[config.mk]
export PLATFORM = sky130hd
export DESIGN_NAME = uart_frame_receiver_crc16_top
export DESIGN_NICKNAME = d
export VERILOG_FILES = /design/src/urx_pkg.sv /design/src/urx_front.sv /design/src/urx_desc_fifo.sv /design/src/urx_back.sv /design/src/uart_frame_receiver_crc16_top.sv
export VERILOG_INCLUDE_DIRS = /design/src /design/src/src
export SDC_FILE = /design/constraint.sdc
export NUM_CORES = 1
export LEC_CHECK = 0
export BUFFER_PORTS_ARGS = -buffer_cell sky130_fd_sc_hd__buf_4
export CELL_PAD_IN_SITES_DETAIL_PLACEMENT = 1
export CELL_PAD_IN_SITES_GLOBAL_PLACEMENT = 1
export CORE_MARGIN = 2
export CORE_UTILIZATION = 45
export CTS_BUF_LIST = sky130_fd_sc_hd__clkbuf_16
export DETAILED_ROUTE_END_ITERATION = 8
export PLACE_DENSITY = 0.74
export SLEW_MARGIN = 20
export SYNTH_ARGS = -nofsm -noshare
export SYNTH_HDL_FRONTEND = slang
export SYNTH_HIERARCHICAL = 1
export SYNTH_SLANG_ARGS = --single-unit
[constraint.sdc]
create_clock -name clk -period 5.7 [get_ports clk]
set_input_delay 1.425 -clock clk [delete_from_list [all_inputs] [get_ports clk]]
set_output_delay 1.425 -clock clk [all_outputs]
set_load 0.01 [all_outputs]
[src/assert_macros.svh]
// Assertion helpers for the RTL top level.
`ifndef ASSERT_MACROS_SVH
`define ASSERT_MACROS_SVH

// Same-cycle implication, checked out of reset.
`define URX_ASSERT_IMP(label, clk, rst_n, a, b) \
  label: assert property (@(posedge clk) disable iff (!rst_n) (a) |-> (b)) \
    else $error("urx: same-cycle check failed");

// Next-cycle implication, checked out of reset.
`define URX_ASSERT_NXT(label, clk, rst_n, a, b) \
  label: assert property (@(posedge clk) disable iff (!rst_n) (a) |=> (b)) \
    else $error("urx: next-cycle check failed");

`endif

[src/urx_pkg.sv]
package urx_pkg;

  // Payload size limits
  localparam int MAX_PAYLOAD_DEF = 32;
  localparam int MAX_PAYLOAD_TOP = 64;
  localparam int DESC_LEN_W      = $clog2(MAX_PAYLOAD_TOP + 1);

  // Result field widths
  localparam int LEN_OUT_W = 6;
  localparam int IDX_OUT_W = 5;

  // Frame descriptor queue depth
  localparam int DESC_DEPTH = 2;
  // Result queue depth
  localparam int OUT_DEPTH  = 4;

  // CRC-16 (reflected) constants
  localparam logic [15:0] CRC_START = 16'hFFFF;
  localparam logic [15:0] CRC_POLY  = 16'hA001;

  // Configuration register reset values and indexes
  localparam logic [7:0] HEAD_RESET    = 8'h55;
  localparam logic [7:0] VERSION_RESET = 8'h01;
  localparam int         CFG_IDX_W     = 1;
  localparam logic [CFG_IDX_W-1:0] CFG_HEAD    = 1'b0;
  localparam logic [CFG_IDX_W-1:0] CFG_VERSION = 1'b1;

  // Parser phases
  typedef enum logic [2:0] {
    PH_HUNT,
    PH_VERSION,
    PH_CMD,
    PH_SEQ,
    PH_LENGTH,
    PH_PAYLOAD,
    PH_CRC_LO,
    PH_CRC_HI
  } phase_t;

  // One finished frame handed from the parser to the emitter
  typedef struct packed {
    logic                  good;
    logic [7:0]            cmd;
    logic [7:0]            seq;
    logic [DESC_LEN_W-1:0] len;
  } frame_desc_t;

  // One result word
  typedef struct packed {
    logic                 crc_good;
    logic [7:0]           frame_cmd;
    logic [7:0]           frame_seq;
    logic [LEN_OUT_W-1:0] frame_length;
    logic                 has_byte;
    logic [IDX_OUT_W-1:0] byte_index;
    logic [7:0]           payload_value;
    logic                 last;
  } result_t;

  // Fold one byte into the running CRC, LSB first
  function automatic logic [15:0] crc16_byte(logic [15:0] crc, logic [7:0] b);
    logic [15:0] c;
    c = crc ^ {8'h00, b};
    for (int i = 0; i < 8; i++) begin
      c = c[0] ? ((c >> 1) ^ CRC_POLY) : (c >> 1);
    end
    return c;
  endfunction

endpackage

[src/urx_front.sv]
module urx_front #(
  parameter int MAX_PAYLOAD = urx_pkg::MAX_PAYLOAD_DEF,
  parameter int LW          = $clog2(MAX_PAYLOAD + 1),
  parameter int AW          = (MAX_PAYLOAD > 1) ? $clog2(MAX_PAYLOAD) : 1
) (
  input  logic                           clk,
  input  logic                           rst_n,
  input  logic                           cfg_we,
  input  logic [urx_pkg::CFG_IDX_W-1:0]  cfg_index,
  input  logic [7:0]                     cfg_wdata,
  input  logic                           in_push,
  input  logic [7:0]                     in_rx_byte,
  output logic                           in_full,
  input  logic                           back_busy,
  input  logic                           desc_full,
  output logic                           desc_push,
  output urx_pkg::frame_desc_t           desc,
  output logic                           mem_we,
  output logic [AW-1:0]                  mem_addr,
  output logic [7:0]                     mem_wdata
);

  urx_pkg::phase_t phase_r, phase_nxt;
  logic [7:0]  head_r, version_r;
  logic [7:0]  cmd_r, cmd_nxt;
  logic [7:0]  seq_r, seq_nxt;
  logic [LW-1:0] len_r, len_nxt;
  logic [LW-1:0] fill_r, fill_nxt;
  logic [LW-1:0] fill_inc;
  logic [7:0]  crc_lo_r, crc_lo_nxt;
  logic [15:0] crc_r, crc_nxt;
  logic [15:0] crc_step;
  logic        accept;
  logic        too_long;
  logic        crc_match;

  assign accept    = in_push && !in_full;
  assign too_long  = in_rx_byte > 8'(MAX_PAYLOAD);
  assign fill_inc  = LW'(fill_r + 1'b1);
  assign crc_step  = urx_pkg::crc16_byte(crc_r, in_rx_byte);
  assign crc_match = ({in_rx_byte, crc_lo_r} == crc_r);

  // Hold the payload while the back end still reads it; hold the CRC byte on a full queue
  assign in_full = ((phase_r == urx_pkg::PH_PAYLOAD) && back_busy) ||
                   ((phase_r == urx_pkg::PH_CRC_HI) && desc_full);

  // Configuration registers
  always_ff @(posedge clk) begin
    if (!rst_n) begin
      head_r    <= urx_pkg::HEAD_RESET;
      version_r <= urx_pkg::VERSION_RESET;
    end else if (cfg_we) begin
      if (cfg_index == urx_pkg::CFG_HEAD) begin
        head_r <= cfg_wdata;
      end
      if (cfg_index == urx_pkg::CFG_VERSION) begin
        version_r <= cfg_wdata;
      end
    end
  end

  // Next phase
  always_comb begin
    phase_nxt = phase_r;
    if (accept) begin
      unique case (phase_r)
        urx_pkg::PH_HUNT: begin
          if (in_rx_byte == head_r) phase_nxt = urx_pkg::PH_VERSION;
        end
        urx_pkg::PH_VERSION: begin
          phase_nxt = (in_rx_byte == version_r) ? urx_pkg::PH_CMD : urx_pkg::PH_HUNT;
        end
        urx_pkg::PH_CMD:    phase_nxt = urx_pkg::PH_SEQ;
        urx_pkg::PH_SEQ:    phase_nxt = urx_pkg::PH_LENGTH;
        urx_pkg::PH_LENGTH: begin
          if (too_long) begin
            phase_nxt = urx_pkg::PH_HUNT;
          end else if (in_rx_byte == 8'd0) begin
            phase_nxt = urx_pkg::PH_CRC_LO;
          end else begin
            phase_nxt = urx_pkg::PH_PAYLOAD;
          end
        end
        urx_pkg::PH_PAYLOAD: begin
          if (fill_inc >= len_r) phase_nxt = urx_pkg::PH_CRC_LO;
        end
        urx_pkg::PH_CRC_LO: phase_nxt = urx_pkg::PH_CRC_HI;
        urx_pkg::PH_CRC_HI: phase_nxt = urx_pkg::PH_HUNT;
        default:            phase_nxt = urx_pkg::PH_HUNT;
      endcase
    end
  end

  // Datapath updates, payload writes and frame hand-off
  always_comb begin
    cmd_nxt    = cmd_r;
    seq_nxt    = seq_r;
    len_nxt    = len_r;
    fill_nxt   = fill_r;
    crc_lo_nxt = crc_lo_r;
    crc_nxt    = crc_r;
    mem_we     = 1'b0;
    mem_addr   = fill_r[AW-1:0];
    mem_wdata  = in_rx_byte;
    desc_push  = 1'b0;
    desc.good  = crc_match;
    desc.cmd   = cmd_r;
    desc.seq   = seq_r;
    desc.len   = urx_pkg::DESC_LEN_W'(len_r);
    if (accept) begin
      unique case (phase_r)
        urx_pkg::PH_HUNT: begin
          if (in_rx_byte == head_r) crc_nxt = urx_pkg::CRC_START;
        end
        urx_pkg::PH_VERSION: begin
          if (in_rx_byte == version_r) crc_nxt = crc_step;
        end
        urx_pkg::PH_CMD: begin
          cmd_nxt = in_rx_byte;
          crc_nxt = crc_step;
        end
        urx_pkg::PH_SEQ: begin
          seq_nxt = in_rx_byte;
          crc_nxt = crc_step;
        end
        urx_pkg::PH_LENGTH: begin
          if (!too_long) begin
            len_nxt  = LW'(in_rx_byte);
            crc_nxt  = crc_step;
            fill_nxt = '0;
          end
        end
        urx_pkg::PH_PAYLOAD: begin
          mem_we   = 1'b1;
          crc_nxt  = crc_step;
          fill_nxt = fill_inc;
        end
        urx_pkg::PH_CRC_LO: crc_lo_nxt = in_rx_byte;
        urx_pkg::PH_CRC_HI: begin
          desc_push = 1'b1;
          fill_nxt  = '0;
        end
        default: ;
      endcase
    end
  end

  // Parser state
  always_ff @(posedge clk) begin
    if (!rst_n) begin
      phase_r  <= urx_pkg::PH_HUNT;
      cmd_r    <= '0;
      seq_r    <= '0;
      len_r    <= '0;
      fill_r   <= '0;
      crc_lo_r <= '0;
      crc_r    <= urx_pkg::CRC_START;
    end else begin
      phase_r  <= phase_nxt;
      cmd_r    <= cmd_nxt;
      seq_r    <= seq_nxt;
      len_r    <= len_nxt;
      fill_r   <= fill_nxt;
      crc_lo_r <= crc_lo_nxt;
      crc_r    <= crc_nxt;
    end
  end

endmodule

[src/urx_desc_fifo.sv]
module urx_desc_fifo (
  input  logic                 clk,
  input  logic                 rst_n,
  input  logic                 push,
  input  urx_pkg::frame_desc_t din,
  output logic                 full,
  input  logic                 pop,
  output urx_pkg::frame_desc_t dout,
  output logic                 empty
);

  localparam int PW = (urx_pkg::DESC_DEPTH > 1) ? $clog2(urx_pkg::DESC_DEPTH) : 1;
  localparam int CW = $clog2(urx_pkg::DESC_DEPTH + 1);

  urx_pkg::frame_desc_t slot_r [urx_pkg::DESC_DEPTH];
  logic [PW-1:0] wr_ptr_r, wr_ptr_nxt;
  logic [PW-1:0] rd_ptr_r, rd_ptr_nxt;
  logic [CW-1:0] cnt_r, cnt_nxt;
  logic          do_push, do_pop;

  assign full    = (cnt_r == CW'(urx_pkg::DESC_DEPTH));
  assign empty   = (cnt_r == '0);
  assign do_push = push && !full;
  assign do_pop  = pop && !empty;
  assign dout    = slot_r[rd_ptr_r];

  // Advance pointers with wrap at the depth
  always_comb begin
    wr_ptr_nxt = wr_ptr_r;
    rd_ptr_nxt = rd_ptr_r;
    cnt_nxt    = cnt_r;
    if (do_push) begin
      wr_ptr_nxt = (wr_ptr_r == PW'(urx_pkg::DESC_DEPTH - 1)) ? '0 : PW'(wr_ptr_r + 1'b1);
    end
    if (do_pop) begin
      rd_ptr_nxt = (rd_ptr_r == PW'(urx_pkg::DESC_DEPTH - 1)) ? '0 : PW'(rd_ptr_r + 1'b1);
    end
    if (do_push && !do_pop) begin
      cnt_nxt = CW'(cnt_r + 1'b1);
    end else if (do_pop && !do_push) begin
      cnt_nxt = CW'(cnt_r - 1'b1);
    end
  end

  always_ff @(posedge clk) begin
    if (!rst_n) begin
      wr_ptr_r <= '0;
      rd_ptr_r <= '0;
      cnt_r    <= '0;
    end else begin
      wr_ptr_r <= wr_ptr_nxt;
      rd_ptr_r <= rd_ptr_nxt;
      cnt_r    <= cnt_nxt;
    end
  end

  // Store the word
  always_ff @(posedge clk) begin
    if (do_push) begin
      slot_r[wr_ptr_r] <= din;
    end
  end

endmodule

[src/urx_back.sv]
module urx_back #(
  parameter int MAX_PAYLOAD = urx_pkg::MAX_PAYLOAD_DEF,
  parameter int LW          = $clog2(MAX_PAYLOAD + 1),
  parameter int AW          = (MAX_PAYLOAD > 1) ? $clog2(MAX_PAYLOAD) : 1
) (
  input  logic                 clk,
  input  logic                 rst_n,
  input  logic                 desc_valid,
  input  urx_pkg::frame_desc_t desc,
  output logic                 desc_pop,
  output logic                 busy,
  input  logic                 mem_we,
  input  logic [AW-1:0]        mem_addr,
  input  logic [7:0]           mem_wdata,
  input  logic                 out_pop,
  output logic                 out_empty,
  output urx_pkg::result_t     out_res
);

  localparam int OPW = $clog2(urx_pkg::OUT_DEPTH);
  localparam int OCW = $clog2(urx_pkg::OUT_DEPTH + 1);

  // Payload memory
  logic [7:0] mem [MAX_PAYLOAD];
  logic [7:0] mem_q_r;

  // Emitter
  logic                 em_active_r, em_active_nxt;
  urx_pkg::frame_desc_t em_desc_r, em_desc_nxt;
  logic [LW-1:0]        em_idx_r, em_idx_nxt;
  logic [LW-1:0]        em_total;
  logic [LW-1:0]        em_idx_inc;
  logic                 em_has;
  logic                 em_last;
  logic                 issue;

  // Read stage
  logic                 rd_vld_r;
  urx_pkg::result_t     rd_meta_r, rd_meta_nxt;
  urx_pkg::result_t     rd_res;

  // Result queue
  urx_pkg::result_t     oq_r [urx_pkg::OUT_DEPTH];
  logic [OPW-1:0]       oq_wr_r, oq_rd_r;
  logic [OCW-1:0]       oq_cnt_r, oq_cnt_nxt;
  logic [OCW:0]         oq_claim;
  logic                 oq_pop;

  // Frame run length: payload bytes for a good non-empty frame, else one word
  assign em_has     = em_desc_r.good && (em_desc_r.len != '0);
  assign em_total   = em_has ? LW'(em_desc_r.len) : LW'(1);
  assign em_idx_inc = LW'(em_idx_r + 1'b1);
  assign em_last    = (em_idx_inc == em_total);

  // Issue a read only when the result queue has room for everything in flight
  assign oq_claim = (OCW + 1)'(oq_cnt_r) + (OCW + 1)'(rd_vld_r);
  assign issue    = em_active_r && (oq_claim < (OCW + 1)'(urx_pkg::OUT_DEPTH));

  // Load the next frame when idle or on the last word of the current one
  assign desc_pop = desc_valid && (!em_active_r || (issue && em_last));
  assign busy     = em_active_r;

  always_comb begin
    em_active_nxt = em_active_r;
    em_desc_nxt   = em_desc_r;
    em_idx_nxt    = em_idx_r;
    if (issue) begin
      em_idx_nxt = em_idx_inc;
      if (em_last) em_active_nxt = 1'b0;
    end
    if (desc_pop) begin
      em_active_nxt = 1'b1;
      em_desc_nxt   = desc;
      em_idx_nxt    = '0;
    end
  end

  // Result word without the payload byte, zeroed on a CRC mismatch
  always_comb begin
    rd_meta_nxt.crc_good      = em_desc_r.good;
    rd_meta_nxt.frame_cmd     = em_desc_r.good ? em_desc_r.cmd : 8'd0;
    rd_meta_nxt.frame_seq     = em_desc_r.good ? em_desc_r.seq : 8'd0;
    rd_meta_nxt.frame_length  = em_desc_r.good ? urx_pkg::LEN_OUT_W'(em_desc_r.len) : '0;
    rd_meta_nxt.has_byte      = em_has;
    rd_meta_nxt.byte_index    = em_has ? urx_pkg::IDX_OUT_W'(em_idx_r) : '0;
    rd_meta_nxt.payload_value = 8'd0;
    rd_meta_nxt.last          = em_last;
  end

  always_comb begin
    rd_res               = rd_meta_r;
    rd_res.payload_value = rd_meta_r.has_byte ? mem_q_r : 8'd0;
  end

  always_ff @(posedge clk) begin
    if (!rst_n) begin
      em_active_r <= 1'b0;
      rd_vld_r    <= 1'b0;
    end else begin
      em_active_r <= em_active_nxt;
      rd_vld_r    <= issue;
    end
  end

  always_ff @(posedge clk) begin
    em_desc_r <= em_desc_nxt;
    em_idx_r  <= em_idx_nxt;
    if (issue) begin
      rd_meta_r <= rd_meta_nxt;
    end
  end

  // Memory write and registered read
  always_ff @(posedge clk) begin
    if (mem_we) begin
      mem[mem_addr] <= mem_wdata;
    end
  end

  always_ff @(posedge clk) begin
    if (issue) begin
      mem_q_r <= mem[em_idx_r[AW-1:0]];
    end
  end

  // Result queue
  assign out_empty = (oq_cnt_r == '0);
  assign oq_pop    = out_pop && !out_empty;
  assign out_res   = oq_r[oq_rd_r];

  always_comb begin
    oq_cnt_nxt = oq_cnt_r;
    if (rd_vld_r && !oq_pop) begin
      oq_cnt_nxt = OCW'(oq_cnt_r + 1'b1);
    end else if (oq_pop && !rd_vld_r) begin
      oq_cnt_nxt = OCW'(oq_cnt_r - 1'b1);
    end
  end

  always_ff @(posedge clk) begin
    if (!rst_n) begin
      oq_wr_r  <= '0;
      oq_rd_r  <= '0;
      oq_cnt_r <= '0;
    end else begin
      oq_cnt_r <= oq_cnt_nxt;
      if (rd_vld_r) oq_wr_r <= OPW'(oq_wr_r + 1'b1);
      if (oq_pop)   oq_rd_r <= OPW'(oq_rd_r + 1'b1);
    end
  end

  always_ff @(posedge clk) begin
    if (rd_vld_r) begin
      oq_r[oq_wr_r] <= rd_res;
    end
  end

endmodule

[src/uart_frame_receiver_crc16_top.sv]
// Serial frame receiver with CRC-16 check.
// Input: one received byte per word on in_rx_byte, taken when in_push is high
// and in_full is low. Frames are head, version, cmd, seq, length, payload,
// crc low, crc high; the CRC (reflected, poly 0xA001, start 0xFFFF) covers
// version through payload. Results leave through a queue: a word is on the
// out_ ports while out_empty is low and is taken when out_pop is high.
// A good frame yields one word per payload byte (one word if empty); a bad
// CRC yields one error word with crc_good low. Bad version or an oversized
// length drops the frame silently.
// Throughput: one byte per cycle while in_full is low. Payload bytes of a new frame
// wait while the previous frame's payload is still being read from the single payload
// memory. The first result word of a frame passes through the descriptor queue,
// the emitter register and the read stage before it enters the result queue.
// A stalled receiver fills the 4-word result queue, then input stops at the next
// payload byte, or at a CRC high byte once the 2-frame descriptor queue is full.
// cfg_we writes head value (index 0) or version value (index 1) at once.
// Reset (synchronous, rst_n low) returns to hunting, empties both queues and
// restores head 0x55 and version 0x01; no memory clearing is needed.
module uart_frame_receiver_crc16_top #(
  parameter int MAX_PAYLOAD = urx_pkg::MAX_PAYLOAD_DEF
) (
  input  logic                          clk,
  input  logic                          rst_n,
  input  logic                          cfg_we,
  input  logic [urx_pkg::CFG_IDX_W-1:0] cfg_index,
  input  logic [7:0]                    cfg_wdata,
  input  logic                          in_push,
  output logic                          in_full,
  input  logic [7:0]                    in_rx_byte,
  output logic                          out_empty,
  input  logic                          out_pop,
  output logic                          out_crc_good,
  output logic [7:0]                    out_frame_cmd,
  output logic [7:0]                    out_frame_seq,
  output logic [urx_pkg::LEN_OUT_W-1:0] out_frame_length,
  output logic                          out_has_byte,
  output logic [urx_pkg::IDX_OUT_W-1:0] out_byte_index,
  output logic [7:0]                    out_payload_value,
  output logic                          out_last
);

  `include "assert_macros.svh"

  localparam int LW = $clog2(MAX_PAYLOAD + 1);
  localparam int AW = (MAX_PAYLOAD > 1) ? $clog2(MAX_PAYLOAD) : 1;

  logic                 desc_push, desc_full, desc_pop, desc_empty;
  urx_pkg::frame_desc_t desc_in, desc_out;
  logic                 em_busy, back_busy;
  logic                 mem_we;
  logic [AW-1:0]        mem_addr;
  logic [7:0]           mem_wdata;
  urx_pkg::result_t     out_res;

  // The payload memory is in use while any frame is queued or being read out
  assign back_busy = !desc_empty || em_busy;

  urx_front #(
    .MAX_PAYLOAD (MAX_PAYLOAD),
    .LW          (LW),
    .AW          (AW)
  ) u_front (
    .clk        (clk),
    .rst_n      (rst_n),
    .cfg_we     (cfg_we),
    .cfg_index  (cfg_index),
    .cfg_wdata  (cfg_wdata),
    .in_push    (in_push),
    .in_rx_byte (in_rx_byte),
    .in_full    (in_full),
    .back_busy  (back_busy),
    .desc_full  (desc_full),
    .desc_push  (desc_push),
    .desc       (desc_in),
    .mem_we     (mem_we),
    .mem_addr   (mem_addr),
    .mem_wdata  (mem_wdata)
  );

  urx_desc_fifo u_desc_fifo (
    .clk   (clk),
    .rst_n (rst_n),
    .push  (desc_push),
    .din   (desc_in),
    .full  (desc_full),
    .pop   (desc_pop),
    .dout  (desc_out),
    .empty (desc_empty)
  );

  urx_back #(
    .MAX_PAYLOAD (MAX_PAYLOAD),
    .LW          (LW),
    .AW          (AW)
  ) u_back (
    .clk        (clk),
    .rst_n      (rst_n),
    .desc_valid (!desc_empty),
    .desc       (desc_out),
    .desc_pop   (desc_pop),
    .busy       (em_busy),
    .mem_we     (mem_we),
    .mem_addr   (mem_addr),
    .mem_wdata  (mem_wdata),
    .out_pop    (out_pop),
    .out_empty  (out_empty),
    .out_res    (out_res)
  );

  // Split the result word onto the ports
  assign out_crc_good      = out_res.crc_good;
  assign out_frame_cmd     = out_res.frame_cmd;
  assign out_frame_seq     = out_res.frame_seq;
  assign out_frame_length  = out_res.frame_length;
  assign out_has_byte      = out_res.has_byte;
  assign out_byte_index    = out_res.byte_index;
  assign out_payload_value = out_res.payload_value;
  assign out_last          = out_res.last;

  // Payload is never overwritten while a frame still needs it
  `URX_ASSERT_IMP(a_mem_wr_idle, clk, rst_n, mem_we, !back_busy)
  // A frame is never handed off into a full descriptor queue
  `URX_ASSERT_IMP(a_desc_no_overflow, clk, rst_n, desc_push, !desc_full)
  // A handed-off frame is visible to the back end on the next cycle
  `URX_ASSERT_NXT(a_desc_visible, clk, rst_n, desc_push, !desc_empty)

endmodule

# [After elaboration in Yosys (flattened, before gate mapping)]
# Memory sizes are Yosys's and may differ from the RTL's. A register that Yosys moved wholly into a read port is not among the register bits.
# Cells that the tools add are included.
[word_totals] out_inout_bits=40 inputBits=22 register_bits=127 ramBits=454 memories=3
[classes] n_mux=43 n_addsub=11 bitwise=11 n_eq_ne=16 n_reduce_logical=48 n_lt_le_gt_ge=3
[memory_table] memory="u_back.mem" words=32 width=8 rd=1 rd_clocked_by_memory_dff=1 write_ports=1 line_no="urx_back.sv:24" rtl="logic [7:0] mem [MAX_PAYLOAD];"
[memory_table] memory="u_back.oq_r" words=4 width=38 rd=1 rd_clocked_by_memory_dff=1 write_ports=1 line_no="urx_back.sv:43" rtl="urx_pkg::result_t oq_r [urx_pkg::OUT_DEPTH];"
[memory_table] memory="u_desc_fifo.slot_r" words=2 width=23 rd=1 rd_clocked_by_memory_dff=1 write_ports=1 line_no="urx_desc_fifo.sv:15" rtl="urx_pkg::frame_desc_t slot_r [urx_pkg::DESC_DEPTH];"
[ops] cell="2-to-1 mux 16 bit" n=11
[ops] cell="case mux 16 bit (4 select lines)" n=1
[ops] cell="NOT 2 -> 3 bit" n=8
[ops] cell="case mux 3 bit (8 select lines)" n=1
[ops] cell="case mux 6 bit (3 select lines)" n=1
[ops] cell="== test 16 bit" n=1
[ops] cell="== test 8 bit" n=2
[ops] cell="XOR 16 x 8 -> 16 bit" n=1
[ops] cell="2-to-1 mux 1 bit" n=15
[ops] cell="2-to-1 mux 3 bit" n=5
[ops] cell="logical AND 1 bit" n=14
[ops] cell="adder 6 x 1 -> 6 bit (second input constant)" n=2
[ops] cell="== test 3 bit (second input constant)" n=4
[ops] cell="2-to-1 mux 2 bit" n=6
[ops] cell="2-to-1 mux 6 bit" n=2
[ops] cell="AND reduction 2 bit" n=6
[ops] cell="logical NOT 1 bit" n=9
[ops] cell="AND reduction 3 bit" n=3
[ops] cell="greater-than comparator 8 x 6 -> 1 bit (second input constant)" n=1
[ops] cell="logical NOT 8 bit" n=1
[ops] cell="2-to-1 mux 8 bit" n=1
[ops] cell="nonzero test 2 bit" n=4
[ops] cell="nonzero test 7 bit" n=1
[ops] cell="adder 2 x 1 -> 2 bit (second input constant)" n=3
[ops] cell="21 further kinds" n=29

# [Depth between registers and ports, before layout]
[depth] ltp_word=19 mapped_depth=11 mapped_depth_nobuf=11

# [Hierarchy]
# Netlist, hierarchy kept.
[by_module_without_submodules] module="urx_back" instances=1 cells_per_inst=956 area_per_inst_um2=18731.7
[by_module_without_submodules] module="urx_front" instances=1 cells_per_inst=463 area_per_inst_um2=3771.1
[by_module_without_submodules] module="urx_desc_fifo" instances=1 cells_per_inst=100 area_per_inst_um2=1960.6
[by_module_without_submodules] module="uart_frame_receiver_crc16_top" instances=1 cells_per_inst=2 area_per_inst_um2=10.0

# [Worst setup path before layout]
# Ideal clock, no wire load.
[synth_path] kind="reg2reg" start="register u_back.oq_cnt_r[1]" end="register u_desc_fifo.cnt_r[1]" setup_slack_ns=1.624 setup_time_ns=0.070 path_stages_with_launch=9 t_required_ns=5.630 period_less_slack_ns=4.076 path_buffers=0 arrival_time_ns=4.006 path_cell_list="dfxtp_1 > a311oi_4 > nand2_2 > nor4_4 > or2_1 > o21ai_1 > ha_1 > or3_1 > a21boi_1"
[synth_via] elab_chain_len=10 word_cells_on_any_way=12 classes_between="add/sub (1); order compare (1); mux (1); reduce/logical (9)"
[synth_rtl] item="start, declared" line_no="urx_back.sv:45" rtl="logic [OCW-1:0] oq_cnt_r, oq_cnt_nxt;"
[synth_rtl] item="start signal, assigned" line_no="urx_back.sv:146" rtl="oq_cnt_r <= oq_cnt_nxt;"
[synth_rtl] item="adder 3 x 1 -> 4 bit *" line_no="urx_back.sv:56" rtl="assign oq_claim = (OCW + 1)'(oq_cnt_r) + (OCW + 1)'(rd_vld_r);"
[synth_rtl] item="less-than comparator 4 x 3 -> 1 bit *" line_no="urx_back.sv:57" rtl="assign issue = em_active_r && (oq_claim < (OCW + 1)'(urx_pkg::OUT_DEPTH));"
[synth_rtl] item="logical AND 1 bit *" line_no="urx_back.sv:57"
[synth_rtl] item="named net u_back.issue" line_no="urx_back.sv:35" rtl="logic issue;"
[synth_rtl] item="logical AND 1 bit *" line_no="urx_back.sv:60" rtl="assign desc_pop = desc_valid && (!em_active_r || (issue && em_last));"
[synth_rtl] item="logical OR 1 bit *" line_no="urx_back.sv:60"
[synth_rtl] item="logical AND 1 bit *" line_no="urx_back.sv:60"
[synth_rtl] item="named net desc_pop" line_no="uart_frame_receiver_crc16_top.sv:47" rtl="logic desc_push, desc_full, desc_pop, desc_empty;"
[synth_rtl] item="logical AND 1 bit *" line_no="urx_desc_fifo.sv:24" rtl="assign do_pop = pop && !empty;"
[synth_rtl] item="logical NOT 1 bit" line_no="urx_desc_fifo.sv:38" rtl="if (do_push && !do_pop) begin"
[synth_rtl] item="logical AND 1 bit" line_no="urx_desc_fifo.sv:38"
[synth_rtl] item="2-to-1 mux 2 bit / nonzero test 2 bit (equally long branches)"
[synth_rtl] item="end signal, assigned" line_no="urx_desc_fifo.sv:53" rtl="cnt_r <= cnt_nxt;"
[synth_rtl] item="end, declared" line_no="urx_desc_fifo.sv:18" rtl="logic [CW-1:0] cnt_r, cnt_nxt;"
# The timed path passes the listed nets; every way through them passes the cells marked *.
# A chain may end at the register's enable or synchronous reset.

==> summary.md <==
| Metric | Value |
|---|---|
| Crit. End Element | `primary output` |
| Vias in the first global route | `approximately 14000` |
| Relative slew slack | `26.61%` |
| HP Class | `flip-flop to flip-flop` |
| Placed Instances | `approximately 2200` |
| Setup WS pre-CTS | `around 1700 ps` |
| Initial Utilization | `45.48%` |
| IO Pins | `62` |
| Unrepaired setup endpoints after global routing | `false` |
| Cell area power density | `372.1 nW/µm²` |
| Worst path max stage delay | `770 ps` |
| First-pass GRT wire length | `80.85 mm` |
| CP dominant cell by count | `buf_4` |
| Critical-path cell list | `buf_4 > mux4_2 > buf_4` |
| Non-Filler Instances | `~2300` |
| Leakage | `between 8 and 9 nW` |
| Chip Width | `between 200 and 250 µm` |
| Gpl congestion | `about 0.79` |
| YS warnings | `6` |
| Starting DRC count in detailed routing | `around 800` |
| Setup TNS | `0 ps` |
| Clock Latency Late Sink | `630 ps` |
| Pre-antenna DRT Iters | `4` |
| Multi-input logic area | `approximately 6500 µm²` |
| Synthesized area per cell | `16.09 µm²` |
| Hold EP | `u_desc_fifo/slot_r[0][16]` |
| CP max stage cell | `dfxtp_2` |
| Hold Buf Count CTS | `0` |
| Core area | `53810 µm²` |
| CP Max Fanout | `20` |
| R2r setup slk | `1840 ps` |
| Antenna violation net count after detailed routing | `0` |
| Clock-pin slew on the worst setup and hold paths | `60 ps` |
| Fillers | `around 5000` |
| Share of layout cells above drive strength 1 | `about 18%` |
| Vias | `around 13000` |
| Crit Reg-Reg Endpoint | `u_desc_fifo/cnt_r[1]` |
| Max-cap viol count | `0` |
| H-tree levels | `2` |
| Post-CTS Resized | `0` |
| Reg2reg start | `u_back/em_idx_r[1]` |
| Max-slew violations | `0` |
| HPWL after detailed placement | `31.88 mm` |
| Status | `completed` |
| Hold path cells | `0` |
| CP startpoint kind | `flip-flop` |
| Final setup skew | `23.28 ps` |
| Worst reg2reg path depth | `11` |
| Final hold violations | `0` |
| Port Buffers | `61` |
| Fin util | `between 50% and 60%` |
| Clock sink total | `roughly 610` |
| Number of synthesized flops with an enable pin | `just over 500` |
| Yosys cell types | `between 60 and 70` |
| Diode count | `0` |
| Full die area | `around 56000 µm²` |
| Async SR Flop Fraction | `0%` |
| Max frequency | `around 240 MHz` |
| GRT Overall Usage | `approximately a fifth` |
| Seq/Total Area, Yosys | `71.17%` |
| CTS tree | `done` |
| Rows | `between 80 and 90` |
| Final Net Count | `between 1500 and 2000` |
| Crit path required time | `around 4300 ps` |
| Worst path bufs/invs | `2` |
| Post-Syn Instances | `about 1500` |
| Setup violations, final | `0` |
| Predominant post-synthesis flop cell | `edfxtp_1` |
| Worst setup path class | `flip-flop to primary output` |
| Post-CTS Setup Repair Bufs | `0` |
| Post-synth net total | `about 1600` |
| CTS max path bufs | `3` |
| Initial antenna violation count | `0` |
| # DRC | `0` |
| Drt via density | `approximately 5.5` |
| P&R area growth vs syn | `11.90%` |
| Largest net degree at the start of global routing | `67` |
| Routed WL per cell | `22.79 µm` |
| Total Wirelength | `~53 mm` |
| Peak VDD IR | `approximately 240 µV` |
| Crit path time final | `~4100 ps` |
| Die Y | `237.2 µm` |
| Most frequent cells in the layout | `518 x edfxtp_1, 135 x nand2_1, 117 x mux2i_1` |
| Clock buffer count from CTS | `60` |
| Largest delay contributor family on the critical path | `flip-flops` |
| Total gr overflow | `0` |
| Hold path startpoint | `u_front/cmd_r[1]` |
| Root Driver | `clkbuf_16` |
| Most common cell after layout, fill and taps aside | `edfxtp_1` |
| CP arrival | `2690 ps` |
| Worst-Margin Slew | `between 1000 and 1500 ps` |
| Syn Std Cell Area | `24470 µm²` |
| Synthesis-stage register bit count | `611` |
| Final WS setup | `1582 ps` |
| Period utilization | `72.24%` |
| Register area | `between 15000 and 20000 µm²` |
## where the power goes
part	leakage, nW	switching [mW]	internal, mW
Clock	0.981	1.69	2.20
Combinational	2.42	0.695	0.638
Sequential	5.40	0.122	4.85
Total	8.80	2.51	7.69
## metal layers
layer | global-route usage (%) | vias up | part of all wire (%) | wire length [µm]
met1 | 25.77 | 6587 | 45 | 23500
met3 | 2.485 | 74 | 4.2 | 2235
met4 | 5.374 | 0 | 2.1 | 1086
met5 | 0 | - | 0 | 0
met2 | 31.57 | 306 | 49 | 25840
li1 | - | 5828 | - | -
## worst max-delay path by stage
stage | from | to | slack, ps | depth (start not counted)
floorplan | u_back/oq_cnt_r[1] | u_desc_fifo/cnt_r[1] | 1620 | 8
global placement | in_push | u_back/mem[28][6] | 1830 | 5
detailed placement | in_push | u_back/mem[15][6] | 1690 | 5
CTS | flip-flop | out_payload_value[4] | 1450 | 3
global route | flip-flop | out_payload_value[4] | 1380 | 3
finish | flip-flop | out_payload_value[0] | 1580 | 3
## per-stage QoR
step	instance area [µm²]	hold WS [ps]	power [mW]
after global routing	27390	454.1	10.54
after floorplan	24470	425.4	5.986
after CTS	27380	445.1	10.28
after detailed placement	25420	445.7	6.401
after global placement	25410	434.8	6.366
final	27390	438.2	10.19
## Yosys cell counts, types with 3 or more instances
| master | n | area share (%) |
|---|---|---|
| and2_1 | 49 | 1.3 |
| buf_1 | 3 | 0.046 |
| buf_6 | 5 | 0.23 |
| nand3b_1 | 9 | 0.28 |
| nor4_1 | 5 | 0.13 |
| a221oi_1 | 16 | 0.57 |
| nor2b_1 | 8 | 0.20 |
| mux4_2 | 54 | 5.0 |
| mux2_2 | 32 | 1.5 |
| or3_1 | 4 | 0.10 |
| o21a_1 | 4 | 0.12 |
| nand4_1 | 19 | 0.49 |
| and3_1 | 5 | 0.13 |
| clkbuf_1 | 39 | 0.60 |
| nand3_1 | 30 | 0.61 |
| o21ai_0 | 7 | 0.14 |
| edfxtp_1 | 518 | 64 |
| dfxtp_1 | 93 | 7.6 |
| a31oi_1 | 7 | 0.18 |
| nor3_1 | 11 | 0.22 |
| buf_4 | 21 | 0.64 |
| mux2i_1 | 117 | 4.8 |
| inv_1 | 15 | 0.23 |
| nor3b_1 | 6 | 0.18 |
| ha_1 | 14 | 0.72 |
| xnor2_1 | 48 | 1.7 |
| nand2b_1 | 7 | 0.18 |
| xor2_1 | 19 | 0.68 |
| nor2_1 | 59 | 0.90 |
| a21oi_1 | 47 | 0.96 |
| xnor3_1 | 4 | 0.37 |
| a22oi_1 | 33 | 1.0 |
| o21ai_1 | 9 | 0.18 |
| buf_2 | 25 | 0.51 |
| nand2_1 | 135 | 2.1 |
## flip-flops by register name, summed over array words and instances, names as in the netlist, 16 cells and up, named ones only
signal / cells
u_back/rd_meta_r: 30
u_back/em_desc_r: 24
u_front/crc_r: 16
u_back/oq_r: 152
u_back/mem: 256
u_desc_fifo/slot_r: 48
## cells by family after synthesis
group                      synth area share [%]
DFF                                       71.17
muxes                                     11.23
xor gates and xnor gates                  2.965
AOI/OAI and AO/OA                         4.023
and+or+nand+nor                           7.505
buffers and inverters                     2.301
other                                   0.01532
adders and majority gates                0.7976
## area by class of cell
cell class / count / share of cell area, %
Sequential cell: 611 / 63.62
Inverter: 17 / 0.2422
Clock inverter: 53 / 1.695
Clock buffer: 60 / 5.483
Multi-Input combinational cell: 800 / 23.78
Timing Repair Buffer: 73 / 2.001
Tap cell: 696 / 3.180
(Power assumes the default switching activity.)
